**src/sv/pcsm_pkg.sv**
```systemverilog
// ----------------------------------------------------------------------------
// pcsm_pkg
// Shared types, constants and helpers for the p-code stack machine core.
// ----------------------------------------------------------------------------
`default_nettype none

package pcsm_pkg;

  localparam int STACK_DEPTH = 1024;
  localparam int AW = $clog2(STACK_DEPTH);
  // signed working width for index arithmetic (index plus 16-bit offset)
  localparam int EW = AW + 18;

  localparam logic [AW-1:0] LAST_IDX = AW'(STACK_DEPTH - 1);
  localparam logic signed [EW-1:0] DEPTH_E = EW'(STACK_DEPTH);
  localparam logic [32:0] DEPTH_33 = 33'(STACK_DEPTH);
  localparam logic signed [EW-1:0] E1 = EW'(1);
  localparam logic signed [EW-1:0] E2 = EW'(2);
  localparam logic signed [EW-1:0] LINK_WORDS = EW'(3);

  // opcodes
  localparam logic [3:0] OP_LIT = 4'd0;
  localparam logic [3:0] OP_OPR = 4'd1;
  localparam logic [3:0] OP_LOD = 4'd2;
  localparam logic [3:0] OP_STO = 4'd3;
  localparam logic [3:0] OP_CAL = 4'd4;
  localparam logic [3:0] OP_INI = 4'd5;
  localparam logic [3:0] OP_JMP = 4'd6;
  localparam logic [3:0] OP_JNE = 4'd7;
  localparam logic [3:0] OP_JEQ = 4'd8;
  localparam logic [3:0] OP_IN  = 4'd9;
  localparam logic [3:0] OP_OUT = 4'd10;

  // opr sub-operations
  localparam logic [15:0] OPR_RET  = 16'd0;
  localparam logic [15:0] OPR_NEG  = 16'd1;
  localparam logic [15:0] OPR_ADD  = 16'd2;
  localparam logic [15:0] OPR_SUB  = 16'd3;
  localparam logic [15:0] OPR_MUL  = 16'd4;
  localparam logic [15:0] OPR_DIV  = 16'd5;
  localparam logic [15:0] OPR_ODD  = 16'd6;
  localparam logic [15:0] OPR_EQ   = 16'd7;
  localparam logic [15:0] OPR_LT   = 16'd8;
  localparam logic [15:0] OPR_GT   = 16'd9;
  localparam logic [15:0] OPR_AND  = 16'd10;
  localparam logic [15:0] OPR_OR   = 16'd11;
  localparam logic [15:0] OPR_NOT  = 16'd12;
  localparam logic [15:0] OPR_XOR  = 16'd13;
  localparam logic [15:0] OPR_LAND = 16'd14;
  localparam logic [15:0] OPR_LOR  = 16'd15;
  localparam logic [15:0] OPR_SHF  = 16'd16;

  // fault codes
  localparam logic [1:0] F_NONE  = 2'd0;
  localparam logic [1:0] F_DIV0  = 2'd1;
  localparam logic [1:0] F_RANGE = 2'd2;

  typedef enum logic [4:0] {
    S_CLEAR, S_IDLE, S_EXEC, S_WALK, S_WALK_RD, S_LINK, S_LOD, S_STO,
    S_CAL1, S_CAL2, S_RET1, S_RET2, S_UN, S_BIN1, S_BIN2, S_DIV, S_TOP, S_FIN
  } pcsm_state_t;

  typedef struct packed {
    logic [3:0]         opcode;
    logic [3:0]         level;
    logic [15:0]        operand;
    logic signed [31:0] read_value;
  } pcsm_in_t;

  typedef struct packed {
    logic [15:0]        next_pc;
    logic               halted;
    logic               print_valid;
    logic signed [31:0] print_value;
    logic [1:0]         fault;
  } pcsm_out_t;

  typedef struct packed {
    logic start;
    logic want_rem;
  } pcsm_div_req_t;

  function automatic logic signed [EW-1:0] ext_idx(input logic [AW-1:0] x);
    return $signed({{(EW-AW){1'b0}}, x});
  endfunction

  function automatic logic signed [EW-1:0] ext_16(input logic [15:0] x);
    return $signed({{(EW-16){1'b0}}, x});
  endfunction

  function automatic logic in_rng(input logic signed [EW-1:0] v);
    return !v[EW-1] && (v < DEPTH_E);
  endfunction

  function automatic logic in_rng32(input logic [31:0] w);
    return !w[31] && ({1'b0, w} < DEPTH_33);
  endfunction

endpackage

`default_nettype wire

```
**src/sv/pcsm_div.sv**
```systemverilog
// ----------------------------------------------------------------------------
// pcsm_div
// Signed 32-bit iterative divider, one quotient bit per cycle, truncating.
// ----------------------------------------------------------------------------
`default_nettype none

module pcsm_div
  import pcsm_pkg::*;
(
  input  wire logic          clk,
  input  wire logic          rst_n,
  input  wire pcsm_div_req_t req,
  input  wire logic [31:0]   dividend,
  input  wire logic [31:0]   divisor,
  output logic               done,
  output logic [31:0]        result
);

  logic        busy_r;
  logic        done_r;
  logic [4:0]  cnt_r;
  logic [32:0] rem_r;
  logic [31:0] quo_r;
  logic [31:0] ub_r;
  logic        negq_r;
  logic        negr_r;
  logic        sel_rem_r;

  logic [32:0] shifted;
  logic [32:0] diff;
  logic [31:0] q_fix;
  logic [31:0] r_fix;

  assign shifted = {rem_r[31:0], quo_r[31]};
  assign diff    = shifted - {1'b0, ub_r};

  always_ff @(posedge clk) begin
    if (!rst_n) begin
      busy_r <= 1'b0;
      done_r <= 1'b0;
    end else begin
      done_r <= 1'b0;
      if (req.start) begin
        busy_r    <= 1'b1;
        cnt_r     <= '0;
        rem_r     <= '0;
        quo_r     <= dividend[31] ? (32'd0 - dividend) : dividend;
        ub_r      <= divisor[31] ? (32'd0 - divisor) : divisor;
        negq_r    <= dividend[31] ^ divisor[31];
        negr_r    <= dividend[31];
        sel_rem_r <= req.want_rem;
      end else if (busy_r) begin
        if (!diff[32]) begin
          rem_r <= diff;
          quo_r <= {quo_r[30:0], 1'b1};
        end else begin
          rem_r <= shifted;
          quo_r <= {quo_r[30:0], 1'b0};
        end
        cnt_r <= cnt_r + 5'd1;
        if (cnt_r == 5'd31) begin
          busy_r <= 1'b0;
          done_r <= 1'b1;
        end
      end
    end
  end

  assign q_fix  = negq_r ? (32'd0 - quo_r) : quo_r;
  assign r_fix  = negr_r ? (32'd0 - rem_r[31:0]) : rem_r[31:0];
  assign result = sel_rem_r ? r_fix : q_fix;
  assign done   = done_r;

endmodule

`default_nettype wire

```
**config.mk**
```make
export PLATFORM = sky130hd
export DESIGN_NAME = pcsm_div
export DESIGN_NICKNAME = d
export VERILOG_FILES = /design/src/sv/pcsm_pkg.sv /design/src/sv/pcsm_div.sv
export SDC_FILE = /design/constraint.sdc
export NUM_CORES = 1
export LEC_CHECK = 0
export BUFFER_PORTS_ARGS = -buffer_cell sky130_fd_sc_hd__buf_2
export CELL_PAD_IN_SITES_DETAIL_PLACEMENT = 1
export CELL_PAD_IN_SITES_GLOBAL_PLACEMENT = 1
export CORE_MARGIN = 5
export CORE_UTILIZATION = 35
export DETAILED_ROUTE_END_ITERATION = 8
export HOLD_SLACK_MARGIN = 0.03
export PLACE_DENSITY_LB_ADDON = 0.1
export SLEW_MARGIN = 15
export SYNTH_ARGS = -nofsm -noshare
export SYNTH_HDL_FRONTEND = slang
export SYNTH_SLANG_ARGS = --single-unit
```
**constraint.sdc**
```tcl
create_clock -name clk -period 4.5 [get_ports clk]
set_input_delay 0.675 -clock clk [delete_from_list [all_inputs] [get_ports clk]]
set_output_delay 0.675 -clock clk [all_outputs]
set_load 0.02 [all_outputs]
```
### Yosys cells after proc, flatten, opt, wreduce, memory -nomap -nowiden

Index checks and enable logic that the tools add are counted.

| storage, ports and cells | value |
|---|---|
| word-level logic and storage cells | 39 |
| output and inout bits | 33 |
| bits in registers | 106 |

| operators by class | value |
|---|---|
| bitwise operators | 3 |
| reductions and logical operators | 4 |
| mux-type cells | 15 |
| add/subtract/negate cells | 6 |
| equality and inequality tests | 1 |

Operators with widths:

| kind | number |
|---|---|
| 2-to-1 mux 32 bit | 8 |
| subtractor 1 x 32 -> 32 bit, first input constant | 4 |
| subtractor 33 x 32 -> 33 bit | 1 |
| 2-to-1 mux 31 bit | 1 |
| adder 5 x 1 -> 5 bit, second input constant | 1 |
| equality test 5 bit, second input constant | 1 |
| 2-to-1 mux 1 bit | 5 |
| 2-to-1 mux 5 bit | 1 |
| AND reduction 2 bit | 2 |
| OR reduction 3 bit | 1 |
| NOT 1 bit | 2 |
| nonzero test 2 bit | 1 |
| bitwise XOR 1 bit | 1 |

### Depth between registers and ports, before layout

| logic depth | value |
|---|---|
| depth in word-level cells | 4 |
| mapped depth | 13 |
| depth with buffers taken out | 12 |

### Worst setup path before layout

No wires, ideal clock.

| timing path | value |
|---|---|
| path kind | register to output |
| from | register quo_r[8] |
| to | output port result[31] |
| arrival | 2760 ps |
| setup slack | 1065 ps |
| stages on the path, launching flop included | 9 |
| path buffers | 0 |
| path through | edfxtp_1 or4_1 or3_1 or2_2 or3_4 o31ai_1 xnor2_1 nor2_1 a21oi_1 |

| between the ends | value |
|---|---|
| longest elaborated chain between the ends | 3 |

RTL lines:

| element | RTL line | text |
|---|---|---|
| start, declared | pcsm_div.sv:23 | `logic [31:0] quo_r;` |
| start signal, assigned | pcsm_div.sv:47 | `quo_r <= dividend[31] ? (32'd0 - dividend) : dividend;` |
| start signal, assigned | pcsm_div.sv:55 | `quo_r <= {quo_r[30:0], 1'b1};` |
| start signal, assigned | pcsm_div.sv:58 | `quo_r <= {quo_r[30:0], 1'b0};` |
| subtractor 1 x 32 -> 32 bit | pcsm_div.sv:69 | `assign q_fix = negq_r ? (32'd0 - quo_r) : quo_r;` |
| 2-to-1 mux 32 bit | pcsm_div.sv:69 |  |
| 2-to-1 mux 32 bit | pcsm_div.sv:71 | `assign result = sel_rem_r ? r_fix : q_fix;` |
| end, declared | pcsm_div.sv:16 | `output logic [31:0] result` |

No other way between the ends.

### Final worst setup path

Ends and elaborated chain as after synthesis.

==> impl_metrics.tcl <==
set metrics [dict create \
    worst-path-max-fanout 5 \
    dp_hpwl_um 18900 \
    track_usage_pct 17.3 \
    antennaDiodeCount 0 \
    final.setup_skew_ns 0.00755 \
    dieArea_um2 28400 \
    power.density_nw_per_um2 352 \
    synth-simple-area-share_pct 17.4 \
    overflow 0 \
    grt_max_degree 69 \
    synth-compound-area-share_pct 18.0 \
    clk_pin_slew_ns 0.08 \
    ys.flop_type "edfxtp_1" \
    slew_headroom_pct 29.7 \
    syn_to_final_growth_pct 12.8 \
    final_nets 1163 \
    rows 58 \
    place_congestion 0.814 \
    root_buffer "clkbuf_16" \
    synthesis.area_um2 8790 \
    die_w_um 168 \
    worst_skew_pair.late_latency_ns 0.36 \
    hp-class "in -> reg" \
    synthArstFlopShare_pct 0 \
    routed_wirelength_um 24600 \
    crit_path_end_kind "output port" \
    path_buf_inv 1 \
    drive_above_1_share_pct 14.2 \
    io_buffers 100 \
    worstPathArrival_ns 3.54 \
    cp_top_family "simple AND/OR/NAND/NOR gates" \
    clk_path_buf_depth 2 \
    tns_ns 0 \
    grt_pass1_vias 7548 \
    critical-path-slowest-cell "or4_1" \
    crit_path_start_kind "register" \
    hold_buffers 0 \
    start_util_pct 35.2 \
    slew_violations 0 \
    vias 7377 \
    coreArea_um2 25000 \
    synth_top_family_by_area "compound AO/OA/AOI/OAI gates" \
    timing_hold_violations_final 0 \
    syn_area_per_cell_um2 8.99 \
    yosysWarningCount 0 \
    antenna_found_initial 0 \
    postCtsSetupRepairBufs 0 \
    grt_pass1_wl_um 40000 \
    rsz0062_at_grt "false" \
    synthMuxAreaShare_pct 3.91 \
    drc_errors 0 \
    synth.distinct_cells 67 \
    avgRoutedWirePerCell_um 17.7 \
    h-tree-depth 3 \
    fin_crit_ns 4.22 \
    synth_top_area_share_pct 35.5 \
    drt_iter0_markers 393 \
    path_class "reg -> out" \
    whs_ns 0.512 \
    path_cells "or4_1 > or3_1 > or2_2 > or3_4 > o31ai_4 > xnor2_1 > nor2_1 > a21oi_1 > buf_2" \
    synth_nets 1085 \
    synth_top_cells_by_count "edfxtp_1, nor2_1, nand2_1" \
    required_ns 3.83 \
    worstMarginPinSlew_ns 1.05 \
    ant_nets 0 \
    vdd_drop_max_v 0.000198 \
    slowest_delay_ns 0.54 \
    cts_tree "built" \
    cts_inserted_buffers 9 \
    synth.largest_area_cell "edfxtp_1" \
    netlist_instances 978 \
    die_h_um 168 \
    outcome "completed" \
    synthAdderAreaFrac_pct 5.64 \
    power.leakage_uw 0.00390 \
    maxCapViolCount 0 \
    viasPerCell 5.30 \
    period_share_pct 93.7 \
    clock_sinks 106 \
    dr.pass1.iters 5 \
    io_pins 101 \
    synth_area_leaders "edfxtp_1, xnor2_1, xor2_1" \
    synth_seq_area_share_pct 36.0 \
    ys_seq_elements 106 \
    synth_edf_count 104 \
    setup_viol 0 \
    fmax_mhz 237 \
    synth-xor-area-share_pct 14.7 \
]
[cell families after synthesis]
group / count (synthesis)
AO/OA/AOI/OAI: 246
flip-flops: 106
multiplexers: 34
buffers and inverters: 91
XOR/XNOR: 148
adder cells (fa/ha/maj): 39
AND/OR/NAND/NOR: 314
[per-layer routing]
metal	GRT usage (%)	vias to the layer above	wire (um)
met5	0	-	0
met4	2.33	0	109
met3	2.76	6	713
met2	30.6	72	12400
met1	23.1	3600	11400
li1	-	3699	-
[registers in the layout (all words and copies together) (netlist names)]
register,count
busy_r,1
cnt_r,5
done,1
negq_r,1
negr_r,1
quo_r,32
rem_r,32
sel_rem_r,1
ub_r,32
[repair_timing]
action / 4_1_cts / 5_1_grt
endpoints found under the hold margin: 0 / 0
endpoints found under the setup margin: 1 / 1
resized for setup: 1 / 1
cloned: 0 / 0
[area by class of cell]
cell class / instances / area [um^2]
well taps: 330 / 413
clock inverters: 6 / 82.6
clock buffers: 10 / 229
inverters: 50 / 188
flip-flops and latches: 106 / 3160
repair buffers: 108 / 573
multi-input cells: 781 / 5260
fillers: 2965 / 15100
[power breakdown]
| group | total [uW] | switching (uW) | internal, uW |
|---|---|---|---|
| registers | 1350 | 130 | 1220 |
| logic | 1260 | 729 | 528 |
| clock network | 882 | 395 | 487 |
[stage by stage]
step | utilization, % | instance area [um^2] | worst slack, ns | instances | total power [uW]
6_report | 39.7 | 9910 | 0.282 | 1391 | 3490
5_1_grt | 39.7 | 9910 | 0.0593 | 1391 | 3710
4_1_cts | 39.7 | 9900 | 0.124 | 1391 | 3540
3_5_place_dp | 38.4 | 9590 | 0.338 | 1375 | 2640
3_3_place_gp | 38.4 | 9590 | 0.273 | 1375 | 2630
2_1_floorplan | - | 8790 | 1.06 | 978 | 2280
[worst paths after layout]
| kind | startpoint | endpoint | slack, ns | depth (start not counted) |
|---|---|---|---|---|
| worst min register to register | busy_r | done | 0.53 | 1 |
| worst max-delay path | quo_r[8] | result[31] | 0.28 | 9 |
| worst max register to register | quo_r[31] | rem_r[0] | 0.63 | 13 |
| worst min-delay path | req[0] | sel_rem_r | 0.51 | 1 |
[layout by cell type (no fill, tap or decap), drive strengths merged, types with 21 or more instances in the layout]
| master | instances |
|---|---|
| buf | 108 |
| nor2 | 106 |
| edfxtp | 104 |
| nand2 | 82 |
| xnor2 | 80 |
| a21oi | 80 |
| o21ai | 69 |
| xor2 | 68 |
| inv | 50 |
| ha | 38 |
| o31ai | 36 |
| mux2i | 31 |
| or4 | 21 |
Note: power is estimated with default switching activity, not from simulation.
